<file path="src/rtl/apq_pkg.sv">
// Shared types and codes for the array priority queue.
`timescale 1ns / 1ps
`default_nettype none
package apq_pkg;

  localparam int ID_W   = 16;
  localparam int PRI_W  = 8;
  localparam int HELD_W = 5;
  localparam int STAT_W = 2;

  localparam logic OP_ENQUEUE = 1'b0;
  localparam logic OP_DEQUEUE = 1'b1;

  localparam logic [STAT_W-1:0] STATUS_OK        = 2'd0;
  localparam logic [STAT_W-1:0] STATUS_OVERFLOW  = 2'd1;
  localparam logic [STAT_W-1:0] STATUS_UNDERFLOW = 2'd2;

  typedef struct packed {
    logic [ID_W-1:0]  id;
    logic [PRI_W-1:0] pri;
  } entry_t;

endpackage
`default_nettype wire

</file>
<file path="src/rtl/apq_ram.sv">
// Generic one-write, one-read RAM with registered read data.
`timescale 1ns / 1ps
`default_nettype none
module apq_ram #(
  parameter int WIDTH = 24,
  parameter int DEPTH = 16
) (
  input  wire logic                     clk,
  input  wire logic                     wr_en,
  input  wire logic [$clog2(DEPTH)-1:0] wr_addr,
  input  wire logic [WIDTH-1:0]         wr_data,
  input  wire logic                     rd_en,
  input  wire logic [$clog2(DEPTH)-1:0] rd_addr,
  output logic      [WIDTH-1:0]         rd_data
);

  logic [WIDTH-1:0] mem [DEPTH];

  always_ff @(posedge clk) begin
    if (wr_en) begin
      mem[wr_addr] <= wr_data;
    end
    if (rd_en) begin
      rd_data <= mem[rd_addr];
    end
  end

endmodule
`default_nettype wire

</file>
<file path="src/rtl/apq_best.sv">
// Shared comparator that tracks the highest-priority entry seen in a scan.
`timescale 1ns / 1ps
`default_nettype none
module apq_best #(
  parameter int IDX_W = 4
) (
  input  wire logic               clk,
  input  wire logic               rst_n,
  input  wire logic               clear,
  input  wire logic               cand_valid,
  input  wire logic [IDX_W-1:0]   cand_idx,
  input  wire apq_pkg::entry_t    cand,
  output logic      [IDX_W-1:0]   best_idx,
  output apq_pkg::entry_t         best
);
  import apq_pkg::*;

  logic             have_r;
  logic             have_nxt;
  logic [IDX_W-1:0] idx_r;
  logic [IDX_W-1:0] idx_nxt;
  entry_t           best_r;
  entry_t           best_nxt;
  logic             take;

  // Strict greater keeps the earliest entry on ties.
  assign take = cand_valid && (!have_r || (cand.pri > best_r.pri));

  always_comb begin
    have_nxt = have_r;
    idx_nxt  = idx_r;
    best_nxt = best_r;
    if (clear) begin
      have_nxt = 1'b0;
    end else if (take) begin
      have_nxt = 1'b1;
      idx_nxt  = cand_idx;
      best_nxt = cand;
    end
  end

  always_ff @(posedge clk) begin
    if (!rst_n) begin
      have_r <= 1'b0;
    end else begin
      have_r <= have_nxt;
    end
    idx_r  <= idx_nxt;
    best_r <= best_nxt;
  end

  assign best_idx = idx_r;
  assign best     = best_r;

endmodule
`default_nettype wire

</file>
<file path="src/rtl/array_priority_queue_unit.sv">
// Top level of the array priority queue: sequencer, job store and scan comparator.
//
// Usage: one input beat carries an operation (enqueue or dequeue) with a job id and
// priority; each input beat yields exactly one result beat with status, the taken
// job (zero unless a dequeue succeeds) and the count of jobs held afterwards.
// Jobs sit unsorted in a RAM; a dequeue scans every stored entry through one shared
// comparator, reading one entry per cycle, then closes the gap by moving each later
// entry down one place, one read and one write per cycle.
// Enqueue, overflow and underflow go from acceptance straight to the result state; a
// dequeue first runs the scan, pick and shift states, whose length grows with the job
// count and the winner's distance from the tail, bound by the single RAM read port. At most one item is in
// flight: in_stall is high from acceptance until the result is loaded into the
// output register. A result waiting under out_stall does not block the next input
// beat; only the following result waits until the output register drains.
// Reset (synchronous, rst_n low) empties the queue and drops any pending result;
// the RAM keeps no reset and needs no clearing pass, since only entries below the
// job count are ever read.
`timescale 1ns / 1ps
`default_nettype none
module array_priority_queue_unit #(
  parameter int CAPACITY = 16
) (
  input  wire logic                         clk,
  input  wire logic                         rst_n,
  input  wire logic                         in_valid,
  output logic                              in_stall,
  input  wire logic                         in_operation,
  input  wire logic [apq_pkg::ID_W-1:0]     in_job_id,
  input  wire logic [apq_pkg::PRI_W-1:0]    in_job_priority,
  output logic                              out_valid,
  input  wire logic                         out_stall,
  output logic      [apq_pkg::STAT_W-1:0]   out_status,
  output logic      [apq_pkg::ID_W-1:0]     out_taken_id,
  output logic      [apq_pkg::PRI_W-1:0]    out_taken_priority,
  output logic      [apq_pkg::HELD_W-1:0]   out_jobs_held
);
  import apq_pkg::*;

  localparam int IDX_W = $clog2(CAPACITY);
  localparam int CNT_W = $clog2(CAPACITY + 1);

  typedef enum logic [6:0] {
    ST_IDLE      = 7'b0000001,
    ST_SCAN      = 7'b0000010,
    ST_SCAN_END  = 7'b0000100,
    ST_PICK      = 7'b0001000,
    ST_SHIFT     = 7'b0010000,
    ST_SHIFT_END = 7'b0100000,
    ST_RESULT    = 7'b1000000
  } state_t;

  state_t              state_r;
  state_t              state_nxt;
  logic [CNT_W-1:0]    count_r;
  logic [CNT_W-1:0]    count_nxt;
  logic [IDX_W-1:0]    iss_r;
  logic [IDX_W-1:0]    iss_nxt;
  logic                pend_r;
  logic                pend_nxt;
  logic [IDX_W-1:0]    rd_idx_r;
  logic [IDX_W-1:0]    rd_idx_nxt;

  logic [STAT_W-1:0]   res_status_r;
  logic [STAT_W-1:0]   res_status_nxt;
  entry_t              res_job_r;
  entry_t              res_job_nxt;

  logic                out_valid_r;
  logic                out_valid_nxt;
  logic [STAT_W-1:0]   out_status_r;
  logic [STAT_W-1:0]   out_status_nxt;
  entry_t              out_job_r;
  entry_t              out_job_nxt;
  logic [HELD_W-1:0]   out_held_r;
  logic [HELD_W-1:0]   out_held_nxt;

  // Store port controls.
  logic                ram_wr_en;
  logic [IDX_W-1:0]    ram_wr_addr;
  entry_t              ram_wr_data;
  logic                ram_rd_en;
  entry_t              ram_rd_data;

  // Comparator controls.
  logic                best_clear;
  logic                cand_valid;
  logic [IDX_W-1:0]    best_idx;
  entry_t              best_job;

  logic [IDX_W-1:0]    last_idx;
  entry_t              in_job;

  // Index of the youngest stored job; meaningful only while the queue is not empty.
  assign last_idx = IDX_W'(count_r - CNT_W'(1));
  assign in_job   = '{id: in_job_id, pri: in_job_priority};

  // Feed each returned read to the comparator while scanning.
  assign cand_valid = pend_r && ((state_r == ST_SCAN) || (state_r == ST_SCAN_END));

  apq_ram #(
    .WIDTH ($bits(entry_t)),
    .DEPTH (CAPACITY)
  ) u_store (
    .clk     (clk),
    .wr_en   (ram_wr_en),
    .wr_addr (ram_wr_addr),
    .wr_data (ram_wr_data),
    .rd_en   (ram_rd_en),
    .rd_addr (iss_r),
    .rd_data (ram_rd_data)
  );

  apq_best #(
    .IDX_W (IDX_W)
  ) u_best (
    .clk        (clk),
    .rst_n      (rst_n),
    .clear      (best_clear),
    .cand_valid (cand_valid),
    .cand_idx   (rd_idx_r),
    .cand       (ram_rd_data),
    .best_idx   (best_idx),
    .best       (best_job)
  );

  always_comb begin
    state_nxt      = state_r;
    count_nxt      = count_r;
    iss_nxt        = iss_r;
    pend_nxt       = 1'b0;
    rd_idx_nxt     = rd_idx_r;
    res_status_nxt = res_status_r;
    res_job_nxt    = res_job_r;
    out_valid_nxt  = out_valid_r && out_stall;
    out_status_nxt = out_status_r;
    out_job_nxt    = out_job_r;
    out_held_nxt   = out_held_r;
    ram_wr_en      = 1'b0;
    ram_wr_addr    = IDX_W'(count_r);
    ram_wr_data    = in_job;
    ram_rd_en      = 1'b0;
    best_clear     = 1'b0;

    case (state_r)
      ST_IDLE: begin
        if (in_valid) begin
          res_job_nxt = '0;
          state_nxt   = ST_RESULT;
          if (in_operation == OP_ENQUEUE) begin
            if (count_r == CNT_W'(CAPACITY)) begin
              res_status_nxt = STATUS_OVERFLOW;
            end else begin
              // Append at the tail.
              res_status_nxt = STATUS_OK;
              ram_wr_en      = 1'b1;
              count_nxt      = count_r + CNT_W'(1);
            end
          end else if (count_r == '0) begin
            res_status_nxt = STATUS_UNDERFLOW;
          end else begin
            best_clear = 1'b1;
            iss_nxt    = '0;
            state_nxt  = ST_SCAN;
          end
        end
      end

      ST_SCAN: begin
        // Issue one read per cycle; the comparator sees the data once the RAM has registered it.
        ram_rd_en  = 1'b1;
        pend_nxt   = 1'b1;
        rd_idx_nxt = iss_r;
        if (iss_r == last_idx) begin
          state_nxt = ST_SCAN_END;
        end else begin
          iss_nxt = iss_r + IDX_W'(1);
        end
      end

      ST_SCAN_END: begin
        // Last candidate settles into the comparator at this edge.
        state_nxt = ST_PICK;
      end

      ST_PICK: begin
        if (best_idx == last_idx) begin
          state_nxt = ST_SHIFT_END;
        end else begin
          iss_nxt   = best_idx + IDX_W'(1);
          state_nxt = ST_SHIFT;
        end
      end

      ST_SHIFT: begin
        // Read entry k+1 while writing entry k, read last cycle, down to k-1.
        ram_rd_en  = 1'b1;
        pend_nxt   = 1'b1;
        rd_idx_nxt = iss_r;
        if (pend_r) begin
          ram_wr_en   = 1'b1;
          ram_wr_addr = rd_idx_r - IDX_W'(1);
          ram_wr_data = ram_rd_data;
        end
        if (iss_r == last_idx) begin
          state_nxt = ST_SHIFT_END;
        end else begin
          iss_nxt = iss_r + IDX_W'(1);
        end
      end

      ST_SHIFT_END: begin
        // Drain the last move, drop the taken job from the count.
        if (pend_r) begin
          ram_wr_en   = 1'b1;
          ram_wr_addr = rd_idx_r - IDX_W'(1);
          ram_wr_data = ram_rd_data;
        end
        count_nxt      = count_r - CNT_W'(1);
        res_status_nxt = STATUS_OK;
        res_job_nxt    = best_job;
        state_nxt      = ST_RESULT;
      end

      ST_RESULT: begin
        // Hold until the output register is free, then hand the result over.
        if (!out_valid_r || !out_stall) begin
          out_valid_nxt  = 1'b1;
          out_status_nxt = res_status_r;
          out_job_nxt    = res_job_r;
          out_held_nxt   = HELD_W'(count_r);
          state_nxt      = ST_IDLE;
        end
      end

      default: begin
        state_nxt = ST_IDLE;
      end
    endcase
  end

  always_ff @(posedge clk) begin
    if (!rst_n) begin
      state_r     <= ST_IDLE;
      count_r     <= '0;
      pend_r      <= 1'b0;
      out_valid_r <= 1'b0;
    end else begin
      state_r     <= state_nxt;
      count_r     <= count_nxt;
      pend_r      <= pend_nxt;
      out_valid_r <= out_valid_nxt;
    end
    iss_r        <= iss_nxt;
    rd_idx_r     <= rd_idx_nxt;
    res_status_r <= res_status_nxt;
    res_job_r    <= res_job_nxt;
    out_status_r <= out_status_nxt;
    out_job_r    <= out_job_nxt;
    out_held_r   <= out_held_nxt;
  end

  assign in_stall           = (state_r != ST_IDLE);
  assign out_valid          = out_valid_r;
  assign out_status         = out_status_r;
  assign out_taken_id       = out_job_r.id;
  assign out_taken_priority = out_job_r.pri;
  assign out_jobs_held      = out_held_r;

endmodule
`default_nettype wire

</file>
<file path="config.mk">
export PLATFORM = sky130hd
export DESIGN_NAME = array_priority_queue_unit
export DESIGN_NICKNAME = d
export VERILOG_FILES = /design/src/rtl/apq_pkg.sv /design/src/rtl/apq_ram.sv /design/src/rtl/apq_best.sv /design/src/rtl/array_priority_queue_unit.sv
export SDC_FILE = /design/constraint.sdc
export NUM_CORES = 1
export LEC_CHECK = 0
export BUFFER_PORTS_ARGS = -buffer_cell sky130_fd_sc_hd__buf_2
export CAP_MARGIN = 20
export CORE_MARGIN = 2
export CORE_UTILIZATION = 35
export DETAILED_ROUTE_END_ITERATION = 6
export HOLD_SLACK_MARGIN = 0.1
export SYNTH_ARGS = -nofsm -noshare
export SYNTH_HDL_FRONTEND = slang
export SYNTH_SLANG_ARGS = --single-unit
</file>
<file path="constraint.sdc">
create_clock -name clk -period 4.4 [get_ports clk]
set_input_delay 1.1 -clock clk [delete_from_list [all_inputs] [get_ports clk]]
set_output_delay 1.1 -clock clk [all_outputs]
set_load 0.02 [all_outputs]
</file>
# ---- Word-level counts from Yosys, hierarchy flattened
# Memory sizes are Yosys's and may differ from the RTL's. A register that Yosys moved wholly into a read port is not among the register bits.
# Cells that the tools add are included.
dict set report totals {
  regBits 108
  mem_bits_rw 384
  elab_cells 113
  mem_count 1
}
dict set report op_classes {
  add_sub_neg 5
  n_lt_le_gt_ge 1
  eq_ne 22
  n_mux 43
  bitwise 2
  n_reduce_logical 22
}
# memory words width read_ports rd_clocked_by_memory_dff write_ports line_no
set memory_table {}
lappend memory_table {u_store.mem 16 24 1 1 1 apq_ram.sv:17} ;# logic [WIDTH-1:0] mem [DEPTH];
# cell count
set op_table {}
lappend op_table {{2-to-1 mux 24 bit} 3}
lappend op_table {{case mux 7 bit (7 select lines)} 1}
lappend op_table {{case mux 24 bit (2 select lines)} 1}
lappend op_table {{2-to-1 mux 7 bit} 6}
lappend op_table {{2-to-1 mux 4 bit} 7}
lappend op_table {{inequality test 2 bit (second input constant)} 9}
lappend op_table {{2-to-1 mux 5 bit} 3}
lappend op_table {{2-to-1 mux 1 bit} 14}
lappend op_table {{case mux 4 bit (3 select lines)} 1}
lappend op_table {{case mux 5 bit (2 select lines)} 1}
lappend op_table {{adder 4 x 1 -> 4 bit (second input constant)} 2}
lappend op_table {{equality test 4 bit} 2}
lappend op_table {{greater-than comparator 8 bit} 1}
lappend op_table {{AND reduction 4 bit} 2}
lappend op_table {{equality test 7 x 1 -> 1 bit (second input constant)} 1}
lappend op_table {{equality test 7 x 2 -> 1 bit (second input constant)} 1}
lappend op_table {{equality test 7 x 3 -> 1 bit (second input constant)} 1}
lappend op_table {{equality test 7 x 4 -> 1 bit (second input constant)} 1}
lappend op_table {{equality test 7 x 5 -> 1 bit (second input constant)} 1}
lappend op_table {{equality test 7 x 6 -> 1 bit (second input constant)} 1}
lappend op_table {{equality test 7 bit (second input constant)} 1}
lappend op_table {{inequality test 7 x 1 -> 1 bit (second input constant)} 1}
lappend op_table {{2-to-1 mux 2 bit} 3}
lappend op_table {{2-to-1 mux 6 bit} 1}
lappend op_table {{other kinds (19)} 30}

# ---- Depth between registers and ports, before layout
# Gate-level depths: netlist of run 1.
dict set report depth {
  depth_word 7
  depth_mapped 9
  depth_no_buf 8
}

# ---- Hierarchy
# A second synthesis of run 1 with hierarchy kept.
dict set report hier_totals {
  hier_cells 989
  hier_area_um2 20065.5
}
# mod instances cells_each area_each_um2 seq_area_each_um2
set by_module_without_submodules {}
lappend by_module_without_submodules {apq_ram 1 636 15170.8 12251.8}
lappend by_module_without_submodules {array_priority_queue_unit 1 291 3796.1 2232.1}
lappend by_module_without_submodules {apq_best 1 62 1098.6 860.8}

# ---- Worst setup path before layout of run 1
# OpenSTA, ideal clock, no wires.
dict set report synth_timing {
  path_type {input to register}
  startpoint {input port in_valid}
  endpoint {memory u_store.mem[0][0], enable pin}
  setup_ps 405
  t_arrival_ps 2949
  t_required_ps 3995
  slack_ps 1046
  stages 4
  path_buffers 0
  cell_sequence {or2b_2 > nor4b_4 > a22oi_1 > nor2_1}
}
dict set report synth_between {
  elab_chain_cells 4
}
# item line_no
set synth_lines {}
lappend synth_lines {{from (decl)} array_priority_queue_unit.sv:25} ;# input wire logic in_valid,
lappend synth_lines {{2-to-1 mux 1 bit} array_priority_queue_unit.sv:146} ;# if (in_valid) begin
lappend synth_lines {{case mux 1 bit (2 select lines)} array_priority_queue_unit.sv:144} ;# case (state_r)
lappend synth_lines {{2-to-1 mux 1 bit} apq_ram.sv:20} ;# if (wr_en) begin
lappend synth_lines {{2-to-1 mux 1 bit (not written as such)} apq_ram.sv:21} ;# mem[wr_addr] <= wr_data;
lappend synth_lines {{to (decl)} apq_ram.sv:17}
# Every way passes these cells.

# ---- Worst setup path in the final report of run 1
dict set report layout_timing {
  startpoint {register state_r[1]}
  endpoint {output port in_stall}
}
dict set report layout_between {
  elab_chain_cells 1
}
# item line_no
set layout_lines {}
lappend layout_lines {{from (decl)} array_priority_queue_unit.sv:52} ;# state_t state_r;
lappend layout_lines {{from (signal assigned)} array_priority_queue_unit.sv:248} ;# state_r <= state_nxt;
lappend layout_lines {{inequality test 7 x 1 -> 1 bit} array_priority_queue_unit.sv:262} ;# assign in_stall = (state_r != ST_IDLE);
lappend layout_lines {{to (decl)} array_priority_queue_unit.sv:26} ;# output logic in_stall,
# Every way passes these cells.

==> impl_results.md, run 1 <==
* Status: complete, no violations
* Cell area after technology mapping at around 0.02 mm²
* Synth async-reset ratio at 0%
* Cells along the critical path: or4b_4, nor2_1, inv_1, buf_2
* Critical path startpoint category: flip-flop
* Accumulated negative setup slack at 0 ns
* Wire length on met2 at 19.79 mm
* Proportion of synthesized chip area in sequential cells at between 70% and 80%
* Finished layout cell area at 0.02288 mm²
* Sinks on the clock net at 516
* Final cell count without fillers at between 1,500 and 2,000
* Max-cap violation count at 0
* Clock slew seen by the registers of the worst setup and hold paths at 0.06 ns
* Delay of the slowest cell on the worst path at 0.64 ns
* Fin Clk Skew at 0.008682 ns
* Post-synthesis to final-layout area growth at 14.30%
* Quantity of hold-fixing buffers added after cts at 0
* Startpoint of the worst setup timing path: state_r[1]
* Routed wire length on met3 at 2.324 mm
* Largest vdd supply drop at 0.2932 mV
* Met1 Wirelength at 18.35 mm
* Top routing layer used: met4
* Final core area utilization at 40.50%
* Number of setup violations in the final report at 0
* Worst skew pair latency at 0.58 ns
* Worst Setup Slack, final at 1.172 ns
* Die Wd at 243.2 µm
* CP endpoint kind: output pin
* Leakage power of the design at 7.429 nW
* Clock tree from TritonCTS: yes
* Worst R2R End: u_store.mem[7][19]
* Number of filler cells placed in the layout at 4,969
* Cell Count Post-Placement at between 1,500 and 2,000
* Share of the clock period used by the worst path at between 70% and 80%
* CTS Buffer Depth at 3
* Worst Max-Slew Pin Slew at 1.025 ns
* Num CTS Buffers at 51
* Count of flip-flops with a built-in enable after synthesis at ~500
* Top cells by area in the synthesized netlist: sky130_fd_sc_hd__edfxtp_1 (75%), sky130_fd_sc_hd__mux4_2 (14%), sky130_fd_sc_hd__nand2_1 (1.7%)
* Hold Path Class: reg2reg
* Net count of the finished layout at 1,114
* Minimum setup slack after placement at 1.052 ns
* Port Buffer Count at 61
* Core region area at ~0.056 mm²
* Routability Congestion at 0.7489
* DRT Pass-1 Iters at 5
* Minimum clock period at 3.228 ns
* Total Die Area at 0.05913 mm²
* Most used flip-flop cell after synthesis: sky130_fd_sc_hd__edfxtp_1
* Antenna violations before repair at 0
* Arrival time worst endpoint at between 2 and 2.5 ns
* Fraction of post-synthesis cell area in the top cell type by area at 75.15%
* Top achievable clock speed at approximately 0.31 GHz
* Final routed wirelength across all metal layers at 41.43 mm
* RSZ-0062 raised after global routing: no
* Hold Worst Slack at 0.4165 ns
* Register area at 0.01534 mm²
* Gate Count Post-Synth at 970
* Aggregate global-route resource usage at 14.20%
* Last element of the critical path: in_stall
* Total inserted antenna cells at 0
* FF+latch count, synth at between 500 and 600
* Share of final-layout standard cells stronger than drive strength 1 at 28.49%
* Category of the critical setup timing path: reg2out
* Via count at about 9,400
* Overall power consumption at ~9.8 mW
* Avg Inst Size Synth at between 20 and 25 µm²
* Slowest cell on the critical path: sky130_fd_sc_hd__or4b_4
* Number of placement rows at 87
* CTS root buf: sky130_fd_sc_hd__clkbuf_16
* Antenna-violating nets left at 0
* Post-detailed-placement half-perimeter wirelength at 25.91 mm
* First DRT Iteration DRCs at 800
* H-tree lvl count at 2
* Pin count of the biggest net entering global routing at 76
* Synthesis warning total at 0
* Critical path peak fanout at 11
* R2r worst-path depth at 7
* Remaining design rule violation count at 0
* Hold violation total from the final report at 0
* Area after detailed placement at 0.02135 mm²
* Via count of the first global-routing pass at 9,547
* Pins Over Slew Limit at 0
* Per-cell routed wire length at between 20 and 25 µm
* Library cell with the largest summed area after synthesis: sky130_fd_sc_hd__edfxtp_1
* Wire length of the first global-routing pass at 62.38 mm
* Unique cell type count in the Yosys netlist at 59
* Initial standard-cell utilization of the core at 35.44%
* Buffers inserted during post-CTS setup optimization at 0
* Residual overflow from global routing at 0
* Reg-to-reg critical path startpoint: state_r[1]
* Max-slew headroom at the worst pin at 31.65%
* Area of the multi-input gates at 0.004424 mm²
* Ratio of total power to cell area at 426.8 mW/mm²
* CTS resizes at 0
* CP Data Required Time at 3.30 ns
* Count of pins on the block boundary at 62
* Post-Syn Nets at slightly above 1,000
* Worst setup slack for register-to-register paths at 1.43 ns
* Detail-routed via count per cell at 5.036
* Chip Height at between 200 and 250 µm
## sequential cells by signal (all words and copies together) (netlist names)
signal              count
u_best.have_r           1
out_valid               1
out_jobs_held           5
state_r                 7
u_store.rd_data        24
res_status_r            2
u_best.best            24
out_status              2
count_r                 5
out_taken_id           16
pend_r                  1
res_job_r              24
u_store.mem           384
rd_idx_r                4
iss_r                   4
u_best.best_idx         4
out_taken_priority      8
## Yosys cell counts, types with 4 or more instances
master                       n
sky130_fd_sc_hd__clkbuf_1   15
sky130_fd_sc_hd__nor3b_1     5
sky130_fd_sc_hd__nand2_1    88
sky130_fd_sc_hd__inv_1      17
sky130_fd_sc_hd__mux4_2    120
sky130_fd_sc_hd__xnor2_1     7
sky130_fd_sc_hd__buf_2      18
sky130_fd_sc_hd__o21a_1      6
sky130_fd_sc_hd__nor3_1      6
sky130_fd_sc_hd__and2_2      7
sky130_fd_sc_hd__and2_1     13
sky130_fd_sc_hd__a31oi_1     6
sky130_fd_sc_hd__nor2_1     36
sky130_fd_sc_hd__edfxtp_1  501
sky130_fd_sc_hd__a21oi_1     7
sky130_fd_sc_hd__nand3b_1    4
sky130_fd_sc_hd__and3_1      6
sky130_fd_sc_hd__nor4_1      4
sky130_fd_sc_hd__o21ai_0    10
sky130_fd_sc_hd__ha_1       13
sky130_fd_sc_hd__dfxtp_1    15
sky130_fd_sc_hd__nand3_1     7
sky130_fd_sc_hd__xor2_1      9
## power breakdown
| part | internal (mW) | switching [mW] | leakage, nW | total [mW] |
|---|---|---|---|---|
| Combinational | 0.0912 | 0.179 | 2.02 | 0.270 |
| Clock | 2.29 | 1.75 | 0.754 | 4.04 |
| Sequential | 5.44 | 0.0185 | 4.66 | 5.46 |
| Total | 7.82 | 1.94 | 7.43 | 9.77 |
## critical path: cells and delay by family (launching register included)
kind / cells / cell delay (ns)
flops: 1 / 0.43
buf+inv: 2 / 0.28
simple gates: 2 / 0.84
## area by class of cell
| class | instances | area share [%] |
|---|---|---|
| repair buffers | 93 | 2.493 |
| clock buffers | 60 | 5.725 |
| well taps | 756 | 4.134 |
| flip-flops and latches | 516 | 67.06 |
| clock inverters | 30 | 0.9733 |
| multi-input cells | 393 | 19.34 |
| inverters | 17 | 0.2789 |
## worst min-delay path by stage
stage,from,to,slack (ns),depth (start not counted)
floorplan,res_status_r[0],out_status[0],0.40,0
finish,res_job_r[20],out_taken_id[12],0.42,0
detailed placement,res_job_r[20],out_taken_id[12],0.40,0
global placement,res_job_r[20],out_taken_id[12],0.40,0
CTS,res_job_r[21],out_taken_id[13],0.42,0
global route,res_job_r[12],out_taken_id[4],0.42,0
## cells in the final DEF (no fill, tap or decap), types with 4 or more instances in the layout
cell type / count
sky130_fd_sc_hd__edfxtp_1: 501
sky130_fd_sc_hd__mux4_2: 120
sky130_fd_sc_hd__nand2_1: 88
sky130_fd_sc_hd__buf_2: 61
sky130_fd_sc_hd__clkbuf_16: 51
sky130_fd_sc_hd__buf_4: 30
sky130_fd_sc_hd__nor2_1: 20
sky130_fd_sc_hd__inv_1: 17
sky130_fd_sc_hd__nor2_2: 16
sky130_fd_sc_hd__dfxtp_1: 15
sky130_fd_sc_hd__and2_1: 13
sky130_fd_sc_hd__ha_1: 13
sky130_fd_sc_hd__clkinv_1: 13
sky130_fd_sc_hd__o21ai_0: 10
sky130_fd_sc_hd__clkinv_2: 10
sky130_fd_sc_hd__xor2_1: 9
sky130_fd_sc_hd__clkbuf_1: 9
sky130_fd_sc_hd__and2_2: 7
sky130_fd_sc_hd__xnor2_1: 7
sky130_fd_sc_hd__nand3_1: 7
sky130_fd_sc_hd__a21oi_1: 6
sky130_fd_sc_hd__o21a_1: 6
sky130_fd_sc_hd__a31oi_1: 6
sky130_fd_sc_hd__nor3_1: 6
sky130_fd_sc_hd__and3_1: 6
sky130_fd_sc_hd__nor3b_1: 5
sky130_fd_sc_hd__nor4_1: 4
sky130_fd_sc_hd__nand3b_1: 4
## cells by family (layout without fill, tap and decap cells)
| kind of cell | after synthesis | count (layout) | synth area share [%] |
|---|---|---|---|
| adders and majority gates | 13 | 13 | 0.8125 |
| DFF | 516 | 516 | 76.65 |
| muxes | 120 | 120 | 13.50 |
| and+or+nand+nor | 196 | 196 | 5.013 |
| buffers and inverters | 61 | 200 | 1.506 |
| xor gates and xnor gates | 18 | 18 | 0.9313 |
| AOI/OAI and AO/OA | 46 | 46 | 1.588 |
## layer usage
| metal | GRT usage (%) | up-vias |
|---|---|---|
| met2 | 22.61 | 262 |
| met1 | 19.82 | 4923 |
| li1 | - | 4139 |
| met3 | 2.952 | 68 |
| met5 | 0 | - |
| met4 | 4.024 | 0 |
No activity file was read; power rests on OpenSTA's default activity.
==> run 2: changes to the inputs <==
--- a/config.mk
+++ b/config.mk
@@ -5,6 +5,7 @@
 export SDC_FILE = /design/constraint.sdc
 export NUM_CORES = 1
 export LEC_CHECK = 0
+export ABC_AREA = 1
 export BUFFER_PORTS_ARGS = -buffer_cell sky130_fd_sc_hd__buf_2
 export CAP_MARGIN = 20
 export CORE_MARGIN = 2
==> constraint.sdc (replaced) <==
create_clock -name clk -period 3.2 [get_ports clk]
set_input_delay 0.8 -clock clk [delete_from_list [all_inputs] [get_ports clk]]
set_output_delay 0.8 -clock clk [all_outputs]
set_load 0.02 [all_outputs]
==> run 2 against run 1 <==
Net effect: worst setup slack worse by 0.52 ns; critical path depth up 6; first-iteration DRC count up 48%; non-clock buffer count up 20; cell count up 31%; sequential share of layout area down 3.5 points; clock skew up 0.0083 ns; power up 58%; highest routed layer is now met5; via count up 31%; sequential power up 44%.
==> impl_results.md, run 2 <==
* Gate Count Post-Synth at 1,542 (+59%)
* Leakage power of the design at 8.758 nW (+18%)
* Max-cap violation count at 0 (unchanged)
* Simple logic cell fraction of the synthesized area at 6.770% (+1.8 points)
* Chip Height at 249.0 µm (+2.4%)
* Post-synthesis to final-layout area growth at 14.81%
* Antenna-violating nets left at 0 (unchanged)
* Top cells by area in the synthesized netlist: sky130_fd_sc_hd__edfxtp_1 (72%), sky130_fd_sc_hd__mux2i_1 (4.6%), sky130_fd_sc_hd__o211ai_1 (3.4%)
* Worst skew pair latency at 0.60 ns (+0.02 ns)
* Reg-to-reg critical path startpoint: state_r[5]
* Aggregate global-route resource usage at 15.80% (+1.6 points)
* Most frequent cells in the layout: sky130_fd_sc_hd__edfxtp_1 (501), sky130_fd_sc_hd__nand2_1 (166), sky130_fd_sc_hd__inv_1 (154), sky130_fd_sc_hd__o21ai_0 (130), sky130_fd_sc_hd__a21oi_1 (111)
* Via count of the first global-routing pass at 12,014 (+26%)
* Hold violation total from the final report at 0 (unchanged)
* CP Data Required Time at 3.51 ns (+0.21 ns)
* Category of the critical setup timing path: reg2reg
* Share of the clock period used by the worst path at 79.70%
* FF+latch count, synth at 516 (unchanged)
* Xor and xnor area share after synthesis at 0.5002% (-0.43 points)
* Post-Syn Nets at 1,584 (+57%)
* Port Buffer Count at 61 (unchanged)
* Overall power consumption at 15.47 mW (+58%)
* Fraction of power spent switching nets at 25.32% (+5.4 points)
* Total inserted antenna cells at 0 (unchanged)
* Count of pins on the block boundary at 62 (unchanged)
* Area share of fa/ha/maj cells after synthesis at 0.7741% (-0.038 points)
* Clock slew seen by the registers of the worst setup and hold paths at 0.06 ns (about the same)
* Worst setup slack for register-to-register paths at 0.65 ns (-0.78 ns)
* Most common cell in the netlist: sky130_fd_sc_hd__edfxtp_1
* Number of filler cells placed in the layout at 5,495 (+11%)
* First DRT Iteration DRCs at 1,182 (+48%)
* Unique cell type count in the Yosys netlist at 35 (-41%)
* Synth async-reset ratio at 0% (unchanged)
* Synthesis warning total at 0 (unchanged)
* CTS root buf: sky130_fd_sc_hd__clkbuf_16
* R2r worst-path depth at 10 (+3)
* Remaining design rule violation count at 0 (unchanged)
* Critical path peak fanout at 28 (+17)
* Synth Area in Compound Gates at 9.569% (+8.0 points)
* Startpoint of the worst setup timing path: state_r[5]
* Post-detailed-placement half-perimeter wirelength at 29.68 mm (+15%)
* Status: complete, no violations
* Buffers inserted during post-CTS setup optimization at 0 (unchanged)
* Number of setup violations in the final report at 0 (unchanged)
* Accumulated negative setup slack at 0 ns (unchanged)
* Most used flip-flop cell after synthesis: sky130_fd_sc_hd__edfxtp_1
* Number of flip-flops in the largest register at 384 (unchanged)
* Top achievable clock speed at 0.3921 GHz
* RSZ-0062 raised after global routing: no
* Library cell with the largest summed area after synthesis: sky130_fd_sc_hd__edfxtp_1
* Final routed wirelength across all metal layers at 49.24 mm (+19%)
* Core region area at 0.05924 mm² (+4.9%)
* Commonest cells in the netlist: sky130_fd_sc_hd__edfxtp_1 (501), sky130_fd_sc_hd__nand2_1 (166), sky130_fd_sc_hd__inv_1 (154), sky130_fd_sc_hd__o21ai_0 (130), sky130_fd_sc_hd__a21oi_1 (112)
* Worst R2R End: u_store.mem[0][13]
* Share of final-layout standard cells stronger than drive strength 1 at 14.32% (-14 points)
* Routability Congestion at 0.7974 (+6.5%)
* Residual overflow from global routing at 0 (unchanged)
* Cell area after technology mapping at 0.02101 mm² (+5.0%)
* Arrival time worst endpoint at 2.86 ns (+0.73 ns)
* Power share of the sequential group at 50.8% (-5.1 points)
* Proportion of synthesized chip area in sequential cells at 73.03% (-3.6 points)
* Cell Int Power at 11.55 mW (+48%)
* Multiplexer share of the synthesized area at 4.573% (-8.9 points)
* Die Wd at 249.0 µm (+2.4%)
* CP endpoint kind: flip-flop
* Pins Over Slew Limit at 0 (unchanged)
* Count of flip-flops with a built-in enable after synthesis at 501 (unchanged)
* Per-cell routed wire length at 20.16 µm (-9.2%)
* Clock tree from TritonCTS: yes
* DRT Pass-1 Iters at 7 (+2)
* Largest vdd supply drop at 0.3757 mV (+28%)
* Wire length of the first global-routing pass at 74.58 mm (+20%)
* Avg Inst Size Synth at 13.63 µm² (-34%)
* Ratio of total power to cell area at 641.1 mW/mm² (+50%)
* Quantity of hold-fixing buffers added after cts at 0 (unchanged)
* Total Die Area at 0.06201 mm² (+4.9%)
* Most flop-heavy register: u_store.mem
* Main combinational cell family by area after synthesis: compound AO/OA/AOI/OAI gates
* Minimum clock period at 2.551 ns
* H-tree lvl count at 2 (unchanged)
* Most common cell after layout, fill and taps aside: sky130_fd_sc_hd__edfxtp_1
* Hold Path Class: reg2reg
* Fin Clk Skew at 0.01701 ns (+0.008325 ns)
* Worst Max-Slew Pin Slew at 1.066 ns (+0.04082 ns)
* Switching Power at 3.916 mW (+100%)
* Pin count of the biggest net entering global routing at 63 (-17%)
* Fraction of post-synthesis cell area in the top cell type by area at 71.60% (-3.6 points)
* Initial standard-cell utilization of the core at 35.47% (about the same)
* Minimum setup slack after placement at 0.6096 ns (-0.4423 ns)
* CTS resizes at 0 (unchanged)
* Antenna violations before repair at 1 (+1)
* Area after detailed placement at 0.02255 mm² (+5.6%)
* Area of the multi-input gates at 0.004796 mm² (+8.4%)
* Max-slew headroom at the worst pin at 28.92% (-2.7 points)
* Worst Setup Slack, final at 0.6495 ns (-0.5227 ns)
* Logic gate share of total power at 12.2% (+9.4 points)
* Register area at 0.01534 mm² (unchanged)
* Detail-routed via count per cell at 5.027 (-0.17%)
* Net count of the finished layout at 1,671 (+50%)
* Sinks on the clock net at 516 (unchanged)
* Via count at 12,277 (+31%)
* CTS Buffer Depth at 3 (unchanged)
* Last element of the critical path: u_store.mem[0][13]
* Clk pwr share at 37.0% (-4.3 points)
* Finished layout cell area at 0.02412 mm² (+5.4%)
* Num CTS Buffers at 51 (unchanged)
* Critical path startpoint category: flip-flop
* Number of placement rows at 89 (+2.3%)
[run 2: cell types whose count changed after synthesis, moves of 14 or more]
cell	previous run	this run
sky130_fd_sc_hd__a21oi_1	7	112
sky130_fd_sc_hd__clkbuf_1	15	29
sky130_fd_sc_hd__inv_1	17	154
sky130_fd_sc_hd__mux2i_1	0	96
sky130_fd_sc_hd__mux4_2	120	0
sky130_fd_sc_hd__nand2_1	88	166
sky130_fd_sc_hd__nand3_1	7	44
sky130_fd_sc_hd__nor2_1	36	68
sky130_fd_sc_hd__o211ai_1	1	96
sky130_fd_sc_hd__o21ai_0	10	130
[run 2: per-stage QoR]
step / util [%] / hold WS (ns) / cells
floorplan: - / 0.4003 / 1542
global placement: 38.06 / 0.4006 / 2349
detailed placement: 38.06 / 0.4066 / 2349
finish: 40.72 / 0.4188 / 2442
CTS: 40.72 / 0.4209 / 2442
global route: 40.72 / 0.4243 / 2442
[run 2: cell families (layout without fill, tap and decap cells)]
logic type | after synthesis | in the layout
xor+xnor | 12 | 12
fa+ha+maj | 13 | 13
buf+inv | 243 | 370
simple gates | 311 | 311
flops | 516 | 516
mux | 96 | 96
compound gates | 351 | 351
[run 2: worst min-delay path by stage]
stage                    startpoint          endpoint  slack (ns)  cells past startpoint
global placement      res_job_r[22]  out_taken_id[14]        0.40                      0
CTS                   res_job_r[10]   out_taken_id[2]        0.42                      0
floorplan           res_status_r[0]     out_status[0]        0.40                      0
global route          res_job_r[19]  out_taken_id[11]        0.42                      0
detailed placement    res_job_r[10]   out_taken_id[2]        0.41                      0
finish                res_job_r[10]   out_taken_id[2]        0.42                      0
[run 2: final cells by class]
cell class / instances / area share, %
Clock buffer: 58 / 5.399
Clock inverter: 35 / 1.141
Inverter: 164 / 2.562
Multi-Input combinational cell: 783 / 19.88
Sequential cell: 516 / 63.61
Tap cell: 773 / 4.009
Timing Repair Buffer: 113 / 3.402
[run 2: worst max-delay path, cell delays in order (launching register included)]
cell	delay, ns
sky130_fd_sc_hd__dfxtp_1	0.36
sky130_fd_sc_hd__inv_2	0.11
sky130_fd_sc_hd__nand2_2	0.09
sky130_fd_sc_hd__nor2_4	0.17
sky130_fd_sc_hd__nand2_8	0.10
sky130_fd_sc_hd__nand2_8	0.13
sky130_fd_sc_hd__nand2_8	0.18
sky130_fd_sc_hd__inv_4	0.13
sky130_fd_sc_hd__buf_4	0.33
sky130_fd_sc_hd__nand2_1	0.09
sky130_fd_sc_hd__nand2_1	0.51
[run 2: metal layers]
| metal | part of all wire [%] | GRT usage (%) |
|---|---|---|
| met2 | 46 | 25.23 |
| met5 | 0.026 | 0 |
| met1 | 46 | 22.48 |
| met4 | 1.8 | 3.941 |
| met3 | 6.0 | 2.696 |
[run 2: power by group through the flow]
stage / clock network, mW / logic (mW) / registers (mW)
after floorplan: 0 / 1.25 / 7.96
after global placement: 0 / 1.86 / 7.99
after detailed placement: 0 / 1.88 / 8.00
after CTS: 5.84 / 1.89 / 7.86
after global routing: 6.10 / 2.07 / 7.88
final: 5.72 / 1.88 / 7.86
